===== src/rtl/dllm_pkg.sv =====
// ----------------------------------------------------------------------------
// Doubly linked list manager package
// Shared constants, codes, microcode word layout and control structs.
// ----------------------------------------------------------------------------
package dllm_pkg;

   localparam int POOL_SIZE = 64;
   localparam int IDX_W     = $clog2(POOL_SIZE);
   localparam int LINK_W    = IDX_W + 1;
   localparam int CNT_W     = $clog2(POOL_SIZE + 1);
   localparam int OP_W      = 3;
   localparam int STATUS_W  = 2;
   localparam int CSR_IDX_W = 1;
   localparam int UADDR_W   = 5;

   typedef logic [LINK_W-1:0] link_type;

   localparam link_type LINK_NIL = LINK_W'(POOL_SIZE);
   localparam logic [CNT_W-1:0] LIMIT_RESET = CNT_W'(64);

   typedef enum logic [OP_W-1:0] {
      OP_INS_HEAD   = 3'd0,
      OP_INS_TAIL   = 3'd1,
      OP_INS_AFTER  = 3'd2,
      OP_INS_BEFORE = 3'd3,
      OP_POP_HEAD   = 3'd4,
      OP_POP_TAIL   = 3'd5,
      OP_DELETE     = 3'd6
   } op_type;

   typedef enum logic [STATUS_W-1:0] {
      ST_OK    = 2'd0,
      ST_FULL  = 2'd1,
      ST_EMPTY = 2'd2
   } status_type;

   typedef enum logic [CSR_IDX_W-1:0] {
      CSR_LIMIT_ENABLE = 1'd0,
      CSR_NODE_LIMIT   = 1'd1
   } csr_idx_type;

   typedef enum logic [UADDR_W-1:0] {
      U_NOP, U_FULL, U_EMPTY,
      U_IH0, U_IH1, U_IH2, U_IHE,
      U_IT0, U_IT1, U_IT2, U_ITE,
      U_IA0, U_IA1, U_IA2, U_IAE,
      U_IB0, U_IB1, U_IB2, U_IBE,
      U_PH0, U_PH1, U_PH2, U_PHE,
      U_PT0, U_PT1, U_PT2, U_PTE,
      U_DL0, U_DL1, U_DL2
   } uaddr_type;

   typedef enum logic [1:0] {MEM_IDLE, MEM_READ, MEM_WRITE} mem_op_type;

   typedef enum logic [2:0] {
      SRC_N, SRC_A, SRC_HEAD, SRC_TAIL, SRC_NRD, SRC_PRD, SRC_NIL
   } src_type;

   typedef enum logic [2:0] {HD_KEEP, HD_N, HD_NIL, HD_NRD, HD_DEL} head_sel_type;
   typedef enum logic [2:0] {TL_KEEP, TL_N, TL_NIL, TL_PRD, TL_DEL} tail_sel_type;

   typedef enum logic [2:0] {
      CND_NONE, CND_ALWAYS, CND_HEAD_NIL, CND_TAIL_NIL, CND_NRD_NIL, CND_PRD_NIL
   } cond_type;

   typedef enum logic [1:0] {CNT_HOLD, CNT_INC, CNT_DEC} cnt_type;
   typedef enum logic [1:0] {REM_NONE, REM_HEAD, REM_TAIL} rem_type;

   typedef struct packed {
      mem_op_type   nxt_op;
      src_type      nxt_addr;
      src_type      nxt_data;
      mem_op_type   prv_op;
      src_type      prv_addr;
      src_type      prv_data;
      head_sel_type head_sel;
      tail_sel_type tail_sel;
      cond_type     cond;
      uaddr_type    target;
      logic         done;
      cnt_type      cnt;
      rem_type      rem;
      status_type   status;
   } ctrl_type;

   localparam ctrl_type CTRL_NONE = '{
      nxt_op:   MEM_IDLE,
      nxt_addr: SRC_NIL,
      nxt_data: SRC_NIL,
      prv_op:   MEM_IDLE,
      prv_addr: SRC_NIL,
      prv_data: SRC_NIL,
      head_sel: HD_KEEP,
      tail_sel: TL_KEEP,
      cond:     CND_NONE,
      target:   U_NOP,
      done:     1'b0,
      cnt:      CNT_HOLD,
      rem:      REM_NONE,
      status:   ST_OK
   };

   typedef struct packed {
      logic head_nil;
      logic tail_nil;
      logic nrd_nil;
      logic prd_nil;
      logic ins_refused;
      logic list_empty;
      logic rsp_hold;
   } dp_flags_type;

   typedef struct packed {
      logic step_en;
      logic accept;
   } seq_ctl_type;

endpackage


===== src/rtl/dllm_req_if.sv =====
// ----------------------------------------------------------------------------
// Request channel
// Carries one list operation with its node and anchor slots.
// ----------------------------------------------------------------------------
interface dllm_req_if import dllm_pkg::*; ();

   logic             valid;
   logic             ready;
   logic [OP_W-1:0]  op;
   logic [IDX_W-1:0] node_index;
   logic [IDX_W-1:0] anchor_index;

   modport source (output valid, output op, output node_index, output anchor_index,
                   input ready);
   modport sink (input valid, input op, input node_index, input anchor_index,
                 output ready);

endinterface


===== src/rtl/dllm_rsp_if.sv =====
// ----------------------------------------------------------------------------
// Response channel
// Carries the status, removed slot and node count of one operation.
// ----------------------------------------------------------------------------
interface dllm_rsp_if import dllm_pkg::*; ();

   logic                valid;
   logic                ready;
   logic [STATUS_W-1:0] status;
   logic [IDX_W-1:0]    removed_index;
   logic [CNT_W-1:0]    node_count;

   modport source (output valid, output status, output removed_index,
                   output node_count, input ready);
   modport sink (input valid, input status, input removed_index,
                 input node_count, output ready);

endinterface


===== src/rtl/dllm_csr_if.sv =====
// ----------------------------------------------------------------------------
// Configuration write channel
// Carries a register index and the data written to it.
// ----------------------------------------------------------------------------
interface dllm_csr_if import dllm_pkg::*; ();

   logic                 valid;
   logic                 ready;
   logic [CSR_IDX_W-1:0] index;
   logic [CNT_W-1:0]     data;

   modport source (output valid, output index, output data, input ready);
   modport sink (input valid, input index, input data, output ready);

endinterface


===== src/rtl/doubly_linked_list_manager_unit.sv =====
// ----------------------------------------------------------------------------
// Doubly linked list manager
// Keeps a doubly linked list over a pool of node slots and answers every
// request with one response. Insert at head, insert at tail, insert after or
// before an anchor, pop of either end and delete each run a three-step
// microprogram, because every step does at most one access to each of the
// two single-port link memories; an insert refused as full, a pop or delete
// on an empty list and an unused op code take one step. A new request
// transfer is taken in the cycle of the last step of the previous one. A
// finished response waits in an output register and does not hold up the
// next request until its own last step. Configuration must be written
// only while the block is idle; the block itself does not enforce this.
// ----------------------------------------------------------------------------
module doubly_linked_list_manager_unit import dllm_pkg::*; (
   input logic      clock,
   input logic      reset,
   dllm_req_if.sink   req_bus,
   dllm_rsp_if.source rsp_bus,
   dllm_csr_if.sink   csr_bus
);

   uaddr_type    upc;
   ctrl_type     ctrl;
   dp_flags_type flags;
   seq_ctl_type  seq;
   logic         req_ready;
   logic         rsp_valid;
   logic [STATUS_W-1:0] rsp_status;
   logic [IDX_W-1:0]    rsp_removed;
   logic [CNT_W-1:0]    rsp_count;

   dllm_ucode_rom u_rom (
      .upc  (upc),
      .ctrl (ctrl)
   );

   dllm_sequencer u_seq (
      .clock     (clock),
      .reset     (reset),
      .req_valid (req_bus.valid),
      .req_op    (req_bus.op),
      .req_ready (req_ready),
      .ctrl      (ctrl),
      .flags     (flags),
      .upc       (upc),
      .seq       (seq)
   );

   dllm_datapath u_dp (
      .clock       (clock),
      .reset       (reset),
      .ctrl        (ctrl),
      .seq         (seq),
      .req_node    (req_bus.node_index),
      .req_anchor  (req_bus.anchor_index),
      .csr_we      (csr_bus.valid),
      .csr_index   (csr_bus.index),
      .csr_data    (csr_bus.data),
      .rsp_ready   (rsp_bus.ready),
      .rsp_valid   (rsp_valid),
      .rsp_status  (rsp_status),
      .rsp_removed (rsp_removed),
      .rsp_count   (rsp_count),
      .flags       (flags)
   );

   assign req_bus.ready         = req_ready;
   assign csr_bus.ready         = 1'b1;
   assign rsp_bus.valid         = rsp_valid;
   assign rsp_bus.status        = rsp_status;
   assign rsp_bus.removed_index = rsp_removed;
   assign rsp_bus.node_count    = rsp_count;

endmodule


===== src/rtl/dllm_link_ram.sv =====
// ----------------------------------------------------------------------------
// Link memory
// Single-port RAM with registered read data.
// ----------------------------------------------------------------------------
module dllm_link_ram #(
   parameter int DEPTH  = 64,
   parameter int WIDTH  = 7,
   parameter int ADDR_W = $clog2(DEPTH)
) (
   input  logic              clock,
   input  logic              en,
   input  logic              we,
   input  logic [ADDR_W-1:0] addr,
   input  logic [WIDTH-1:0]  wdata,
   output logic [WIDTH-1:0]  rdata
);

   logic [WIDTH-1:0] mem_ff [DEPTH];
   logic [WIDTH-1:0] rdata_ff;

   always_ff @(posedge clock) begin
      if (en) begin
         if (we) begin
            mem_ff[addr] <= wdata;
         end else begin
            rdata_ff <= mem_ff[addr];
         end
      end
   end

   assign rdata = rdata_ff;

endmodule


===== src/rtl/dllm_ucode_rom.sv =====
// ----------------------------------------------------------------------------
// Microcode ROM
// One control word per step of each list operation.
// ----------------------------------------------------------------------------
module dllm_ucode_rom import dllm_pkg::*; (
   input  uaddr_type upc,
   output ctrl_type  ctrl
);

   always_comb begin
      ctrl = CTRL_NONE;
      case (upc)
         U_NOP: begin
            ctrl.done = 1'b1;
         end
         U_FULL: begin
            ctrl.done   = 1'b1;
            ctrl.status = ST_FULL;
         end
         U_EMPTY: begin
            ctrl.done   = 1'b1;
            ctrl.status = ST_EMPTY;
         end
         U_IH0: begin
            ctrl.cond   = CND_HEAD_NIL;
            ctrl.target = U_IHE;
         end
         U_IH1: begin
            ctrl.nxt_op   = MEM_WRITE;
            ctrl.nxt_addr = SRC_N;
            ctrl.nxt_data = SRC_HEAD;
            ctrl.prv_op   = MEM_WRITE;
            ctrl.prv_addr = SRC_HEAD;
            ctrl.prv_data = SRC_N;
            ctrl.head_sel = HD_N;
         end
         U_IH2: begin
            ctrl.prv_op   = MEM_WRITE;
            ctrl.prv_addr = SRC_N;
            ctrl.prv_data = SRC_NIL;
            ctrl.done     = 1'b1;
            ctrl.cnt      = CNT_INC;
         end
         U_IHE: begin
            ctrl.nxt_op   = MEM_WRITE;
            ctrl.nxt_addr = SRC_N;
            ctrl.nxt_data = SRC_NIL;
            ctrl.head_sel = HD_N;
            ctrl.tail_sel = TL_N;
            ctrl.cond     = CND_ALWAYS;
            ctrl.target   = U_IH2;
         end
         U_IT0: begin
            ctrl.cond   = CND_TAIL_NIL;
            ctrl.target = U_ITE;
         end
         U_IT1: begin
            ctrl.prv_op   = MEM_WRITE;
            ctrl.prv_addr = SRC_N;
            ctrl.prv_data = SRC_TAIL;
            ctrl.nxt_op   = MEM_WRITE;
            ctrl.nxt_addr = SRC_TAIL;
            ctrl.nxt_data = SRC_N;
            ctrl.tail_sel = TL_N;
         end
         U_IT2: begin
            ctrl.nxt_op   = MEM_WRITE;
            ctrl.nxt_addr = SRC_N;
            ctrl.nxt_data = SRC_NIL;
            ctrl.done     = 1'b1;
            ctrl.cnt      = CNT_INC;
         end
         U_ITE: begin
            ctrl.prv_op   = MEM_WRITE;
            ctrl.prv_addr = SRC_N;
            ctrl.prv_data = SRC_NIL;
            ctrl.head_sel = HD_N;
            ctrl.tail_sel = TL_N;
            ctrl.cond     = CND_ALWAYS;
            ctrl.target   = U_IT2;
         end
         U_IA0: begin
            ctrl.nxt_op   = MEM_READ;
            ctrl.nxt_addr = SRC_A;
         end
         U_IA1: begin
            ctrl.nxt_op   = MEM_WRITE;
            ctrl.nxt_addr = SRC_A;
            ctrl.nxt_data = SRC_N;
            ctrl.prv_op   = MEM_WRITE;
            ctrl.prv_addr = SRC_N;
            ctrl.prv_data = SRC_A;
            ctrl.cond     = CND_NRD_NIL;
            ctrl.target   = U_IAE;
         end
         U_IA2: begin
            ctrl.nxt_op   = MEM_WRITE;
            ctrl.nxt_addr = SRC_N;
            ctrl.nxt_data = SRC_NRD;
            ctrl.prv_op   = MEM_WRITE;
            ctrl.prv_addr = SRC_NRD;
            ctrl.prv_data = SRC_N;
            ctrl.done     = 1'b1;
            ctrl.cnt      = CNT_INC;
         end
         U_IAE: begin
            ctrl.nxt_op   = MEM_WRITE;
            ctrl.nxt_addr = SRC_N;
            ctrl.nxt_data = SRC_NRD;
            ctrl.tail_sel = TL_N;
            ctrl.done     = 1'b1;
            ctrl.cnt      = CNT_INC;
         end
         U_IB0: begin
            ctrl.prv_op   = MEM_READ;
            ctrl.prv_addr = SRC_A;
         end
         U_IB1: begin
            ctrl.prv_op   = MEM_WRITE;
            ctrl.prv_addr = SRC_A;
            ctrl.prv_data = SRC_N;
            ctrl.nxt_op   = MEM_WRITE;
            ctrl.nxt_addr = SRC_N;
            ctrl.nxt_data = SRC_A;
            ctrl.cond     = CND_PRD_NIL;
            ctrl.target   = U_IBE;
         end
         U_IB2: begin
            ctrl.prv_op   = MEM_WRITE;
            ctrl.prv_addr = SRC_N;
            ctrl.prv_data = SRC_PRD;
            ctrl.nxt_op   = MEM_WRITE;
            ctrl.nxt_addr = SRC_PRD;
            ctrl.nxt_data = SRC_N;
            ctrl.done     = 1'b1;
            ctrl.cnt      = CNT_INC;
         end
         U_IBE: begin
            ctrl.prv_op   = MEM_WRITE;
            ctrl.prv_addr = SRC_N;
            ctrl.prv_data = SRC_PRD;
            ctrl.head_sel = HD_N;
            ctrl.done     = 1'b1;
            ctrl.cnt      = CNT_INC;
         end
         U_PH0: begin
            ctrl.nxt_op   = MEM_READ;
            ctrl.nxt_addr = SRC_HEAD;
         end
         U_PH1: begin
            ctrl.cond   = CND_NRD_NIL;
            ctrl.target = U_PHE;
         end
         U_PH2: begin
            ctrl.prv_op   = MEM_WRITE;
            ctrl.prv_addr = SRC_NRD;
            ctrl.prv_data = SRC_NIL;
            ctrl.nxt_op   = MEM_WRITE;
            ctrl.nxt_addr = SRC_HEAD;
            ctrl.nxt_data = SRC_NIL;
            ctrl.head_sel = HD_NRD;
            ctrl.done     = 1'b1;
            ctrl.cnt      = CNT_DEC;
            ctrl.rem      = REM_HEAD;
         end
         U_PHE: begin
            ctrl.nxt_op   = MEM_WRITE;
            ctrl.nxt_addr = SRC_HEAD;
            ctrl.nxt_data = SRC_NIL;
            ctrl.head_sel = HD_NIL;
            ctrl.tail_sel = TL_NIL;
            ctrl.done     = 1'b1;
            ctrl.cnt      = CNT_DEC;
            ctrl.rem      = REM_HEAD;
         end
         U_PT0: begin
            ctrl.prv_op   = MEM_READ;
            ctrl.prv_addr = SRC_TAIL;
         end
         U_PT1: begin
            ctrl.cond   = CND_PRD_NIL;
            ctrl.target = U_PTE;
         end
         U_PT2: begin
            ctrl.nxt_op   = MEM_WRITE;
            ctrl.nxt_addr = SRC_PRD;
            ctrl.nxt_data = SRC_NIL;
            ctrl.prv_op   = MEM_WRITE;
            ctrl.prv_addr = SRC_TAIL;
            ctrl.prv_data = SRC_NIL;
            ctrl.tail_sel = TL_PRD;
            ctrl.done     = 1'b1;
            ctrl.cnt      = CNT_DEC;
            ctrl.rem      = REM_TAIL;
         end
         U_PTE: begin
            ctrl.prv_op   = MEM_WRITE;
            ctrl.prv_addr = SRC_TAIL;
            ctrl.prv_data = SRC_NIL;
            ctrl.head_sel = HD_NIL;
            ctrl.tail_sel = TL_NIL;
            ctrl.done     = 1'b1;
            ctrl.cnt      = CNT_DEC;
            ctrl.rem      = REM_TAIL;
         end
         U_DL0: begin
            ctrl.nxt_op   = MEM_READ;
            ctrl.nxt_addr = SRC_N;
            ctrl.prv_op   = MEM_READ;
            ctrl.prv_addr = SRC_N;
         end
         U_DL1: begin
            ctrl.prv_op   = MEM_WRITE;
            ctrl.prv_addr = SRC_NRD;
            ctrl.prv_data = SRC_PRD;
            ctrl.nxt_op   = MEM_WRITE;
            ctrl.nxt_addr = SRC_PRD;
            ctrl.nxt_data = SRC_NRD;
            ctrl.head_sel = HD_DEL;
            ctrl.tail_sel = TL_DEL;
         end
         U_DL2: begin
            ctrl.nxt_op   = MEM_WRITE;
            ctrl.nxt_addr = SRC_N;
            ctrl.nxt_data = SRC_NIL;
            ctrl.prv_op   = MEM_WRITE;
            ctrl.prv_addr = SRC_N;
            ctrl.prv_data = SRC_NIL;
            ctrl.done     = 1'b1;
            ctrl.cnt      = CNT_DEC;
         end
         default: begin
            ctrl.done = 1'b1;
         end
      endcase
   end

endmodule


===== src/rtl/dllm_sequencer.sv =====
// ----------------------------------------------------------------------------
// Microcode sequencer
// Dispatches each request to its routine and steps the program counter.
// ----------------------------------------------------------------------------
module dllm_sequencer import dllm_pkg::*; (
   input  logic            clock,
   input  logic            reset,
   input  logic            req_valid,
   input  logic [OP_W-1:0] req_op,
   output logic            req_ready,
   input  ctrl_type        ctrl,
   input  dp_flags_type    flags,
   output uaddr_type       upc,
   output seq_ctl_type     seq
);

   logic      busy_ff;
   logic      busy_in;
   uaddr_type upc_ff;
   uaddr_type upc_in;
   uaddr_type entry;
   logic      jump;
   logic      step_en;
   logic      accept;

   always_ff @(posedge clock) begin
      if (reset) begin
         busy_ff <= 1'b0;
         upc_ff  <= U_NOP;
      end else begin
         busy_ff <= busy_in;
         upc_ff  <= upc_in;
      end
   end

   always_comb begin
      case (ctrl.cond)
         CND_ALWAYS:   jump = 1'b1;
         CND_HEAD_NIL: jump = flags.head_nil;
         CND_TAIL_NIL: jump = flags.tail_nil;
         CND_NRD_NIL:  jump = flags.nrd_nil;
         CND_PRD_NIL:  jump = flags.prd_nil;
         default:      jump = 1'b0;
      endcase

      case (op_type'(req_op))
         OP_INS_HEAD:   entry = flags.ins_refused ? U_FULL : U_IH0;
         OP_INS_TAIL:   entry = flags.ins_refused ? U_FULL : U_IT0;
         OP_INS_AFTER:  entry = flags.ins_refused ? U_FULL : U_IA0;
         OP_INS_BEFORE: entry = flags.ins_refused ? U_FULL : U_IB0;
         OP_POP_HEAD:   entry = flags.list_empty ? U_EMPTY : U_PH0;
         OP_POP_TAIL:   entry = flags.list_empty ? U_EMPTY : U_PT0;
         OP_DELETE:     entry = flags.list_empty ? U_EMPTY : U_DL0;
         default:       entry = U_NOP;
      endcase

      step_en   = busy_ff && !(ctrl.done && flags.rsp_hold);
      req_ready = !busy_ff || (ctrl.done && !flags.rsp_hold);
      accept    = req_valid && req_ready;

      if (accept) begin
         upc_in = entry;
      end else if (step_en) begin
         upc_in = jump ? ctrl.target : uaddr_type'(upc_ff + 1'b1);
      end else begin
         upc_in = upc_ff;
      end

      if (accept) begin
         busy_in = 1'b1;
      end else if (step_en && ctrl.done) begin
         busy_in = 1'b0;
      end else begin
         busy_in = busy_ff;
      end
   end

   assign upc         = upc_ff;
   assign seq.step_en = step_en;
   assign seq.accept  = accept;

endmodule


===== src/rtl/dllm_datapath.sv =====
// ----------------------------------------------------------------------------
// List datapath
// Link memories, head, tail, node count, settings and response register.
// ----------------------------------------------------------------------------
module dllm_datapath import dllm_pkg::*; (
   input  logic                 clock,
   input  logic                 reset,
   input  ctrl_type             ctrl,
   input  seq_ctl_type          seq,
   input  logic [IDX_W-1:0]     req_node,
   input  logic [IDX_W-1:0]     req_anchor,
   input  logic                 csr_we,
   input  logic [CSR_IDX_W-1:0] csr_index,
   input  logic [CNT_W-1:0]     csr_data,
   input  logic                 rsp_ready,
   output logic                 rsp_valid,
   output logic [STATUS_W-1:0]  rsp_status,
   output logic [IDX_W-1:0]     rsp_removed,
   output logic [CNT_W-1:0]     rsp_count,
   output dp_flags_type         flags
);

   link_type            n_ff;
   link_type            a_ff;
   link_type            head_ff;
   link_type            head_in;
   link_type            tail_ff;
   link_type            tail_in;
   logic [CNT_W-1:0]    cnt_ff;
   logic [CNT_W-1:0]    cnt_in;
   logic                limit_en_ff;
   logic [CNT_W-1:0]    limit_ff;
   logic                nrd_nil_ff;
   logic                prd_nil_ff;
   link_type            nxt_q;
   link_type            prv_q;
   link_type            nrd;
   link_type            prd;
   link_type            nxt_addr;
   link_type            nxt_wdata;
   link_type            prv_addr;
   link_type            prv_wdata;
   logic                nxt_en;
   logic                nxt_we;
   logic                prv_en;
   logic                prv_we;
   logic                rsp_valid_ff;
   logic [STATUS_W-1:0] rsp_status_ff;
   logic [IDX_W-1:0]    rsp_removed_ff;
   logic [CNT_W-1:0]    rsp_count_ff;
   logic                finish;

   function automatic logic is_nil(input link_type l);
      return l >= LINK_NIL;
   endfunction

   function automatic link_type pick(input src_type s, input link_type n, input link_type a,
                                     input link_type h, input link_type t,
                                     input link_type x, input link_type p);
      link_type v;
      case (s)
         SRC_N:    v = n;
         SRC_A:    v = a;
         SRC_HEAD: v = h;
         SRC_TAIL: v = t;
         SRC_NRD:  v = x;
         SRC_PRD:  v = p;
         default:  v = LINK_NIL;
      endcase
      return v;
   endfunction

   assign nrd    = nrd_nil_ff ? LINK_NIL : nxt_q;
   assign prd    = prd_nil_ff ? LINK_NIL : prv_q;
   assign finish = seq.step_en && ctrl.done;

   always_comb begin
      nxt_addr  = pick(ctrl.nxt_addr, n_ff, a_ff, head_ff, tail_ff, nrd, prd);
      nxt_wdata = pick(ctrl.nxt_data, n_ff, a_ff, head_ff, tail_ff, nrd, prd);
      prv_addr  = pick(ctrl.prv_addr, n_ff, a_ff, head_ff, tail_ff, nrd, prd);
      prv_wdata = pick(ctrl.prv_data, n_ff, a_ff, head_ff, tail_ff, nrd, prd);

      nxt_en = seq.step_en && (ctrl.nxt_op != MEM_IDLE) && !is_nil(nxt_addr);
      nxt_we = ctrl.nxt_op == MEM_WRITE;
      prv_en = seq.step_en && (ctrl.prv_op != MEM_IDLE) && !is_nil(prv_addr);
      prv_we = ctrl.prv_op == MEM_WRITE;

      head_in = head_ff;
      if (seq.step_en) begin
         case (ctrl.head_sel)
            HD_N:    head_in = n_ff;
            HD_NIL:  head_in = LINK_NIL;
            HD_NRD:  head_in = nrd;
            HD_DEL:  head_in = is_nil(prd) ? nrd : head_ff;
            default: head_in = head_ff;
         endcase
      end

      tail_in = tail_ff;
      if (seq.step_en) begin
         case (ctrl.tail_sel)
            TL_N:    tail_in = n_ff;
            TL_NIL:  tail_in = LINK_NIL;
            TL_PRD:  tail_in = prd;
            TL_DEL:  tail_in = is_nil(nrd) ? prd : tail_ff;
            default: tail_in = tail_ff;
         endcase
      end

      cnt_in = cnt_ff;
      if (seq.step_en) begin
         case (ctrl.cnt)
            CNT_INC: cnt_in = cnt_ff + CNT_W'(1);
            CNT_DEC: cnt_in = cnt_ff - CNT_W'(1);
            default: cnt_in = cnt_ff;
         endcase
      end

      flags.head_nil    = is_nil(head_ff);
      flags.tail_nil    = is_nil(tail_ff);
      flags.nrd_nil     = is_nil(nrd);
      flags.prd_nil     = is_nil(prd);
      flags.ins_refused = (cnt_in >= CNT_W'(POOL_SIZE))
                          || (limit_en_ff && (cnt_in >= limit_ff));
      flags.list_empty  = cnt_in == '0;
      flags.rsp_hold    = rsp_valid_ff && !rsp_ready;
   end

   dllm_link_ram #(
      .DEPTH (POOL_SIZE),
      .WIDTH (LINK_W)
   ) u_next_ram (
      .clock (clock),
      .en    (nxt_en),
      .we    (nxt_we),
      .addr  (nxt_addr[IDX_W-1:0]),
      .wdata (nxt_wdata),
      .rdata (nxt_q)
   );

   dllm_link_ram #(
      .DEPTH (POOL_SIZE),
      .WIDTH (LINK_W)
   ) u_prev_ram (
      .clock (clock),
      .en    (prv_en),
      .we    (prv_we),
      .addr  (prv_addr[IDX_W-1:0]),
      .wdata (prv_wdata),
      .rdata (prv_q)
   );

   always_ff @(posedge clock) begin
      if (reset) begin
         head_ff      <= LINK_NIL;
         tail_ff      <= LINK_NIL;
         cnt_ff       <= '0;
         limit_en_ff  <= 1'b0;
         limit_ff     <= LIMIT_RESET;
         rsp_valid_ff <= 1'b0;
      end else begin
         head_ff <= head_in;
         tail_ff <= tail_in;
         cnt_ff  <= cnt_in;
         if (csr_we) begin
            case (csr_idx_type'(csr_index))
               CSR_LIMIT_ENABLE: limit_en_ff <= csr_data[0];
               CSR_NODE_LIMIT:   limit_ff    <= csr_data;
               default:          limit_ff    <= limit_ff;
            endcase
         end
         if (finish) begin
            rsp_valid_ff <= 1'b1;
         end else if (rsp_ready) begin
            rsp_valid_ff <= 1'b0;
         end
      end
   end

   always_ff @(posedge clock) begin
      if (seq.accept) begin
         n_ff <= {1'b0, req_node};
         a_ff <= {1'b0, req_anchor};
      end
      if (seq.step_en && (ctrl.nxt_op == MEM_READ)) begin
         nrd_nil_ff <= is_nil(nxt_addr);
      end
      if (seq.step_en && (ctrl.prv_op == MEM_READ)) begin
         prd_nil_ff <= is_nil(prv_addr);
      end
      if (finish) begin
         rsp_status_ff <= ctrl.status;
         rsp_count_ff  <= cnt_in;
         case (ctrl.rem)
            REM_HEAD: rsp_removed_ff <= head_ff[IDX_W-1:0];
            REM_TAIL: rsp_removed_ff <= tail_ff[IDX_W-1:0];
            default:  rsp_removed_ff <= '0;
         endcase
      end
   end

   assign rsp_valid   = rsp_valid_ff;
   assign rsp_status  = rsp_status_ff;
   assign rsp_removed = rsp_removed_ff;
   assign rsp_count   = rsp_count_ff;

endmodule

===== src/flat_wrapper.sv =====
// flat-port wrapper written by rule: the top's interface ports become plain ports
module doubly_linked_list_manager_unit_flat import dllm_pkg::*;
  (clock, reset, req_bus_valid, req_bus_op, req_bus_node_index, req_bus_anchor_index, req_bus_ready, rsp_bus_valid, rsp_bus_status, rsp_bus_removed_index, rsp_bus_node_count, rsp_bus_ready, csr_bus_valid, csr_bus_index, csr_bus_data, csr_bus_ready);
  dllm_req_if req_bus_i ();
  dllm_rsp_if rsp_bus_i ();
  dllm_csr_if csr_bus_i ();
  input logic clock;
  input logic reset;
  input wire logic [$bits(req_bus_i.valid)-1:0] req_bus_valid;
  input wire logic [$bits(req_bus_i.op)-1:0] req_bus_op;
  input wire logic [$bits(req_bus_i.node_index)-1:0] req_bus_node_index;
  input wire logic [$bits(req_bus_i.anchor_index)-1:0] req_bus_anchor_index;
  output wire logic [$bits(req_bus_i.ready)-1:0] req_bus_ready;
  output wire logic [$bits(rsp_bus_i.valid)-1:0] rsp_bus_valid;
  output wire logic [$bits(rsp_bus_i.status)-1:0] rsp_bus_status;
  output wire logic [$bits(rsp_bus_i.removed_index)-1:0] rsp_bus_removed_index;
  output wire logic [$bits(rsp_bus_i.node_count)-1:0] rsp_bus_node_count;
  input wire logic [$bits(rsp_bus_i.ready)-1:0] rsp_bus_ready;
  input wire logic [$bits(csr_bus_i.valid)-1:0] csr_bus_valid;
  input wire logic [$bits(csr_bus_i.index)-1:0] csr_bus_index;
  input wire logic [$bits(csr_bus_i.data)-1:0] csr_bus_data;
  output wire logic [$bits(csr_bus_i.ready)-1:0] csr_bus_ready;
  assign req_bus_i.valid = req_bus_valid;
  assign req_bus_i.op = req_bus_op;
  assign req_bus_i.node_index = req_bus_node_index;
  assign req_bus_i.anchor_index = req_bus_anchor_index;
  assign req_bus_ready = req_bus_i.ready;
  assign rsp_bus_valid = rsp_bus_i.valid;
  assign rsp_bus_status = rsp_bus_i.status;
  assign rsp_bus_removed_index = rsp_bus_i.removed_index;
  assign rsp_bus_node_count = rsp_bus_i.node_count;
  assign rsp_bus_i.ready = rsp_bus_ready;
  assign csr_bus_i.valid = csr_bus_valid;
  assign csr_bus_i.index = csr_bus_index;
  assign csr_bus_i.data = csr_bus_data;
  assign csr_bus_ready = csr_bus_i.ready;
  doubly_linked_list_manager_unit u_core (.clock(clock), .reset(reset), .req_bus(req_bus_i), .rsp_bus(rsp_bus_i), .csr_bus(csr_bus_i));
endmodule

===== config.mk =====
export PLATFORM = sky130hd
export DESIGN_NAME = doubly_linked_list_manager_unit_flat
export DESIGN_NICKNAME = d
export VERILOG_FILES = /design/src/rtl/dllm_pkg.sv /design/src/rtl/dllm_req_if.sv /design/src/rtl/dllm_rsp_if.sv /design/src/rtl/dllm_csr_if.sv /design/src/rtl/doubly_linked_list_manager_unit.sv /design/src/rtl/dllm_link_ram.sv /design/src/rtl/dllm_ucode_rom.sv /design/src/rtl/dllm_sequencer.sv /design/src/rtl/dllm_datapath.sv /design/src/flat_wrapper.sv
export SDC_FILE = /design/constraint.sdc
export NUM_CORES = 1
export LEC_CHECK = 0
export ABC_AREA = 1
export BUFFER_PORTS_ARGS = -buffer_cell sky130_fd_sc_hd__clkbuf_2
export CORE_UTILIZATION = 45
export DETAILED_ROUTE_END_ITERATION = 10
export PLACE_DENSITY = 0.64
export SLEW_MARGIN = 40
export SYNTH_ARGS = -nofsm -noshare
export SYNTH_HDL_FRONTEND = slang
export SYNTH_SLANG_ARGS = --single-unit

===== constraint.sdc =====
create_clock -name clock -period 8.9 [get_ports clock]
set_input_delay 0.89 -clock clock [delete_from_list [all_inputs] [get_ports clock]]
set_output_delay 0.89 -clock clock [all_outputs]
set_load 0.01 [all_outputs]

======== After elaboration in Yosys (flattened, before gate mapping) ========
Memory sizes are Yosys's and may differ from the RTL's. A register that Yosys moved wholly into a read port is not among the register bits.
Index checks and enable logic that the tools add are counted.
operators by class
  muxes and demuxes ....................... 46
  multipliers ............................. 0
  equality and inequality tests ........... 78
  div/mod/pow operators ................... 0
  add/sub/neg operators ................... 3
  reduce and logical (&&, ||, !) cells .... 56
  order comparisons ....................... 8
  shift operators ......................... 0
  bitwise gates (word level) .............. 3
operators by type and width
  operator                                                  number
  case mux 7 bit (6 select lines)                           4
  case mux 5 bit (8 select lines)                           2
  == test 5 bit, second input constant                      14
  case mux 8 bit (8 select lines)                           1
  case mux 7 bit (4 select lines)                           2
  greater-or-equal comparator 7 bit, second input constant  7
  == test 3 x 2 -> 1 bit, second input constant             16
  case mux 3 bit (4 select lines)                           4
  == test 3 bit, second input constant                      15
  == test 5 x 4 -> 1 bit, second input constant             8
  2-to-1 mux 7 bit                                          5
  case mux 5 bit (7 select lines)                           1
  2-to-1 mux 5 bit                                          6
  == test 3 x 1 -> 1 bit, second input constant             8
  == test 5 x 3 -> 1 bit, second input constant             4
  OR reduction 3 bit                                        6
  OR reduction 16 bit                                       1
  zero test 3 bit                                           5
  case mux 7 bit (2 select lines)                           1
  OR reduction 7 bit                                        2
  logical AND 1 bit                                         13
  case mux 2 bit (2 select lines)                           3
  case mux 6 bit (2 select lines)                           1
  2-to-1 mux 1 bit                                          11
  25 further kinds                                          54
word-level totals
  memory bits (writable) .................. 896
  logic and storage cells ................. 211
  bits in read-only memories .............. 0
  output and inout bits ................... 18
  latch bits .............................. 0
  memories kept ........................... 2
  register bits after elaboration ......... 65
memory list
  memory                         words  bits a word  read ports  clocked after Yosys merged registers in  write ports  RTL line             source
  u_core.u_dp.u_next_ram.mem_ff  64     7            1           1                                        1            dllm_link_ram.sv:18  logic [WIDTH-1:0] mem_ff [DEPTH];
  u_core.u_dp.u_prev_ram.mem_ff  64     7            1           1                                        1            dllm_link_ram.sv:18

======== Depth between registers and ports, before layout ========
  word-level depth ........................ 13
  depth in mapped cells ................... 31

======== Cells and area by module ========
From an unflattened synthesis, not the netlist that was laid out.
second synthesis, totals
  cell total of the unflattened synthesis .. 4615
  area, all modules ....................... 44026.0 µm²
by module, submodules not included
  module                           sequential area each (µm²)  instances  area each (µm²)  cells an instance
  dllm_link_ram                    13663.1                     2          19338.5          1906
  dllm_datapath                    1471.4                      1          4005.1           556
  dllm_ucode_rom                   0.0                         1          737.0            146
  dllm_sequencer                   120.1                       1          595.6            99
  doubly_linked_list_manager_unit  0.0                         1          11.3             2

======== Worst setup path after synthesis ========
No wires, ideal clock.
  kind .................................... register -> register
  from .................................... register u_core.u_seq.upc_ff[1], in the netlist u_core.u_seq.upc[1]
  to ...................................... memory u_core.u_dp.u_prev_ram.mem_ff[0][6] (data pin)
  setup slack ............................. 4.487 ns
  path buffers ............................ 1
  period minus slack after synthesis ...... 4.413 ns
  required time ........................... 8.198 ns
  arrival time ............................ 3.711 ns
  cell stages (with the launch flop) ...... 8
  library setup time ...................... 0.702 ns
  cells stage by stage .................... dfxtp_1 -> inv_1 -> ha_1 -> clkbuf_1 -> nand3_1 -> nand2_1 -> nor2_1 -> o21ai_0
on the way
  cells in the longest elaborated chain, start to end .. 5
  elaborated cells on any way between the ends .. 18
  those cells by class .................... eq/ne: 13; mux: 2; reduce/logical: 3
ends and longest elaborated chain
  element                                      RTL line              source
  start: declaration                           dllm_sequencer.sv:19  uaddr_type upc_ff;
  start signal: assignment                     dllm_sequencer.sv:32  upc_ff <= upc_in;
  == test 5 bit, or another cell as far along  dllm_ucode_rom.sv:12  case (upc)
  OR reduction 3 bit (no source line)          n/a
  case mux 3 bit (4 select lines) *            dllm_ucode_rom.sv:12
  == test 3 bit, or another cell as far along  dllm_datapath.sv:61   case (s)
  case mux 7 bit (6 select lines) *            dllm_datapath.sv:61
  net u_core.u_dp.prv_wdata[6]                 dllm_datapath.sv:42   link_type prv_wdata;
  end: declaration                             dllm_link_ram.sv:18
Mark *: on every way through the listed nets, which the timed path passes. The rest lies on a longest branch.

======== Worst setup path after layout ========
  from .................................... register u_core.u_seq.upc_ff[0], in the netlist u_core.u_seq.upc[0]
  to ...................................... memory u_core.u_dp.u_prev_ram.mem_ff[61][6], enable pin
on the way
  cells in the longest elaborated chain, start to end .. 10
  elaborated cells on any way between the ends .. 49
  those cells by class .................... order compare: 1; eq/ne: 30; mux: 6; reduce/logical: 12
ends and longest elaborated chain
  element                                                                 RTL line                                   source
  == test 5 bit, or another cell as far along                             dllm_ucode_rom.sv:12
  OR reduction 7 bit (no source line), or another cell as far along       n/a
  case mux 5 bit (8 select lines) or 2-to-1 mux 1 bit (tied branches)     dllm_ucode_rom.sv:12
  == test 3 bit, or another cell as far along                             dllm_datapath.sv:61
  case mux 7 bit (6 select lines) or zero test 1 bit (tied branches)      dllm_datapath.sv:61, dllm_sequencer.sv:57
  greater-or-equal comparator 7 bit or logical AND 1 bit (tied branches)  dllm_datapath.sv:54, dllm_sequencer.sv:57
  zero test 1 bit or logical AND 1 bit (tied branches)                    dllm_datapath.sv:85                        prv_en = seq.step_en && (ctrl.prv_op != MEM_IDLE) && !is_nil(prv_addr);
  logical AND 1 bit                                                       dllm_datapath.sv:85
  2-to-1 mux 1 bit                                                        dllm_link_ram.sv:22                        if (en) begin
  2-to-1 mux 1 bit (implied by the code)                                  dllm_link_ram.sv:24                        mem_ff[addr] <= wdata;
Parallel ways exist; a longest one is shown, timed or not.

==> flow_summary.json <==
{
  "r2r_start": "u_core.u_seq.upc[0]",
  "initial_utilization_pct": 45.6,
  "ctsHoldBuffers": 0,
  "yosys.area.top_type_share_pct": 64.9,
  "grt_pass1_wl_um": 174000,
  "crit_start": "u_core.u_seq.upc[0]",
  "setup.worst_path.end_class": "flip-flop",
  "synth-main-ff-cell": "edfxtp_1",
  "swShare_pct": 31.6,
  "finalHoldViolations": 0,
  "share_comb_of_total_power_pct": 22.2,
  "ys_seq_area_share_pct": 66.5,
  "p_leak_nw": 19.7,
  "cts-root-buf": "clkbuf_16",
  "whs_ns": 0.404,
  "arrival_ns": 6.09,
  "async_flop_share_pct": 0,
  "antenna_left": 0,
  "cts_setup_buffers": 0,
  "outcome": "completed",
  "dr.pass1.iters": 6,
  "cp_top_family": "simple AND/OR/NAND/NOR gates",
  "syn_to_final_growth_pct": 10.9,
  "min_from": "req_bus_anchor_index[2]",
  "power_density_nw_per_um2": 252,
  "dieArea_um2": 97800,
  "crit_end": "u_core.u_dp.u_prev_ram.mem_ff[61][6]",
  "tightest_slew_ns": 0.865,
  "route.detailed.drc": 0,
  "synthDistinctLibCells": 52,
  "rsz0062_at_grt": "false",
  "grtUsageTotal_pct": 23.1,
  "period_needed_ns": 5.74,
  "vias_per_cell": 5.26,
  "utilization_pct": 50.6,
  "crit_cells": 19,
  "wl_per_cell_um": 19.5,
  "intPower_mw": 8.31,
  "globalplace.congestion": 0.949,
  "worstSkewPairLatency_ns": 0.67,
  "cts_tree": "yes",
  "ys_warn_count": 0,
  "p_clk_share_pct": 34.5,
  "overflow": 0,
  "p_seq_share_pct": 43.3,
  "finalNetCount": 4552,
  "clock-sinks": 975,
  "drt-initial-drc-count": 3154,
  "syn_area_per_cell_um2": 9.67,
  "syn_inst": 4492,
  "tns_ns": 0,
  "critPathMaxFanout": 118,
  "fp.dieW_um": 313,
  "maxSlewHeadroom_pct": 41.9,
  "synth.area.top_cells": "edfxtp_1 65%, nand2_1 22%, nor2_1 2.3%",
  "io_buffer_count": 44,
  "cts_buffers": 100,
  "antenna_found_initial": 0,
  "hp-class": "input port to flip-flop",
  "maxCapViolations": 0,
  "syn_nets": 4541,
  "cts_resized": 0,
  "fill_cells": 8665,
  "ioPinCount": 46,
  "crit_path_start_kind": "flip-flop",
  "routed_wl_um": 114000,
  "vias": 30769,
  "fin_skew_ns": 0.0231,
  "ir_drop_uv": 184,
  "die_h_um": 313,
  "fin_crit_sh_pct": 64.5,
  "synth_area_um2": 43500,
  "slew_viol_final": 0,
  "max_stage_delay_ns": 0.60,
  "synth-edff-count": 939,
  "critical_path_class": "flip-flop to flip-flop",
  "clk_pin_slew_ns": 0.07,
  "cpMostUsedCell": "nand2_1",
  "htree_levels": 3,
  "diodes": 0,
  "slowest_stage": "inv_8",
  "critPathRequiredTime_ns": 9.25,
  "hpwl_um": 68500,
  "rows": 113,
  "layout-drive-gt1-share_pct": 7.57,
  "finalSetupViolCount": 0,
  "path_buf_inv": 5,
  "ff2ff_setup_slack_ns": 3.16,
  "core_area_um2": 95300,
  "crit_chain": "inv_1 > ha_1 > nand2_1 > inv_2 > nand2_1 > nand2_2 > inv_2 > nand2_1 > nor2_2 > nand3_2 > nand4_2 > nor2_1 > nor2_2 > nand2_8 > inv_8 > buf_4 > nor3_2 > nand2_1 > nor2_1",
  "reg2regPathDepth": 19,
  "fmax_ghz": 0.174,
  "ys_ff_latch": 975,
  "grt_pass1_vias": 29321,
  "power_switching_mw": 3.83,
  "yosys.area.top_type": "edfxtp_1",
  "r2r_end": "u_core.u_dp.u_prev_ram.mem_ff[61][6]",
  "cts_max_path_buffers": 3,
  "grt_start_max_net_pins": 119
}
[cells in the mapped netlist (7+ instances only)]
library cell	instances
o22ai_1	7
nand4_1	11
nor3_1	19
edfxtp_1	939
inv_2	29
nor2_2	23
nand3_1	101
nor2_1	262
buf_4	39
nand4_2	11
o2111ai_1	9
a221oi_1	10
buf_1	9
nand2_1	2496
o211ai_1	13
ha_1	20
a21oi_1	62
clkbuf_1	42
o21ai_0	46
inv_1	153
o21ai_1	10
buf_2	90
dfxtp_1	36
[logic make-up (layout without fill, tap and decap cells)]
group / count (synthesis) / after routing / synth area share, %
AO/OA/AOI/OAI: 173 / 173 / 2.36
XOR/XNOR: 7 / 7 / 0.141
other: 1 / 1 / 0.00863
multiplexers: 1 / 1 / 0.0230
AND/OR/NAND/NOR: 2951 / 2951 / 26.6
buffers and inverters: 363 / 453 / 3.73
flip-flops: 975 / 975 / 66.5
adder cells (fa/ha/maj): 21 / 21 / 0.622
[worst min-delay path by stage]
stage	end	slack, ns	depth (start not counted)
detailed placement	u_core.u_dp.limit_ff[1]	0.46	2
global route	u_core.u_dp.a_ff[5]	0.38	1
floorplan	u_core.u_dp.limit_ff[1]	0.43	2
finish	u_core.u_dp.a_ff[2]	0.40	1
CTS	u_core.u_dp.a_ff[5]	0.37	1
global placement	u_core.u_dp.limit_ff[2]	0.46	2
[power by group through the flow]
stage,Clock [mW],Sequential [mW],Combinational (mW)
2_1_floorplan,0,5.36,1.87
3_3_place_gp,0,5.35,2.66
3_5_place_dp,0,5.35,2.67
4_1_cts,4.23,5.25,2.69
5_1_grt,4.40,5.25,3.01
6_report,4.19,5.25,2.70
[flip-flops by register name (all words and copies together) (netlist names)]
signal	count
u_core.u_dp.a_ff	6
u_core.u_dp.cnt_ff	7
u_core.u_dp.head_ff	7
u_core.u_dp.limit_en_ff	1
u_core.u_dp.limit_ff	7
u_core.u_dp.n_ff	6
u_core.u_dp.nrd_nil_ff	1
u_core.u_dp.prd_nil_ff	1
u_core.u_dp.rsp_count	7
u_core.u_dp.rsp_removed	6
u_core.u_dp.rsp_status	2
u_core.u_dp.rsp_valid	1
u_core.u_dp.tail_ff	7
u_core.u_dp.u_next_ram.mem_ff	448
u_core.u_dp.u_next_ram.rdata	7
u_core.u_dp.u_prev_ram.mem_ff	448
u_core.u_dp.u_prev_ram.rdata	7
u_core.u_seq.busy_ff	1
u_core.u_seq.upc	5
[cells in the final DEF, fill, tap and decap left out, types with 11 or more instances in the layout]
| master | count |
|---|---|
| nand2_1 | 2493 |
| dfxtp_1 | 36 |
| inv_2 | 27 |
| nor2_1 | 257 |
| clkinv_1 | 11 |
| clkbuf_16 | 101 |
| a21oi_1 | 62 |
| o21ai_0 | 42 |
| clkbuf_2 | 44 |
| nor3_1 | 18 |
| clkbuf_1 | 18 |
| clkinv_2 | 24 |
| o211ai_1 | 13 |
| nor2_2 | 25 |
| buf_4 | 37 |
| nand4_1 | 11 |
| nand4_2 | 11 |
| inv_1 | 153 |
| nand3_1 | 101 |
| edfxtp_1 | 939 |
| ha_1 | 20 |
[area by class of cell]
type | count | area [µm²] | area share [%]
Clock buffer | 122 | 2640 | 5.47
Multi-Input combinational cell | 3154 | 13100 | 27.3
Tap cell | 1265 | 1580 | 3.29
Clock inverter | 59 | 596 | 1.24
Timing Repair Buffer | 89 | 596 | 1.24
Inverter | 183 | 699 | 1.45
Sequential cell | 975 | 28900 | 60.0
[worst reg2reg max path: cells and delay by family (launching register included)]
kind                     cells  cell delay [ns]
AND/OR/NAND/NOR             13             3.20
buffers and inverters        5             1.60
flip-flops                   1             0.39
adder cells (fa/ha/maj)      1             0.23
[through the flow]
step / cells / setup WS, ns / area (µm²) / total power, mW
after global placement: 5663 / 3.25 / 44900 / 8.01
after CTS: 5847 / 3.25 / 48100 / 12.2
after global routing: 5847 / 2.82 / 48200 / 12.7
after detailed placement: 5666 / 3.29 / 44900 / 8.02
after floorplan: 4492 / 4.49 / 43500 / 7.23
final: 5847 / 3.16 / 48200 / 12.1
[layer usage]
metal / track usage (%) / share of wire (%) / up-vias
li1: - / - / 14689
met3: 2.99 / 6.9 / 249
met2: 37.7 / 48 / 1157
met1: 31.8 / 42 / 14674
met5: 0 / 0 / -
met4: 8.07 / 3.4 / 0
(Power assumes the default switching activity.)
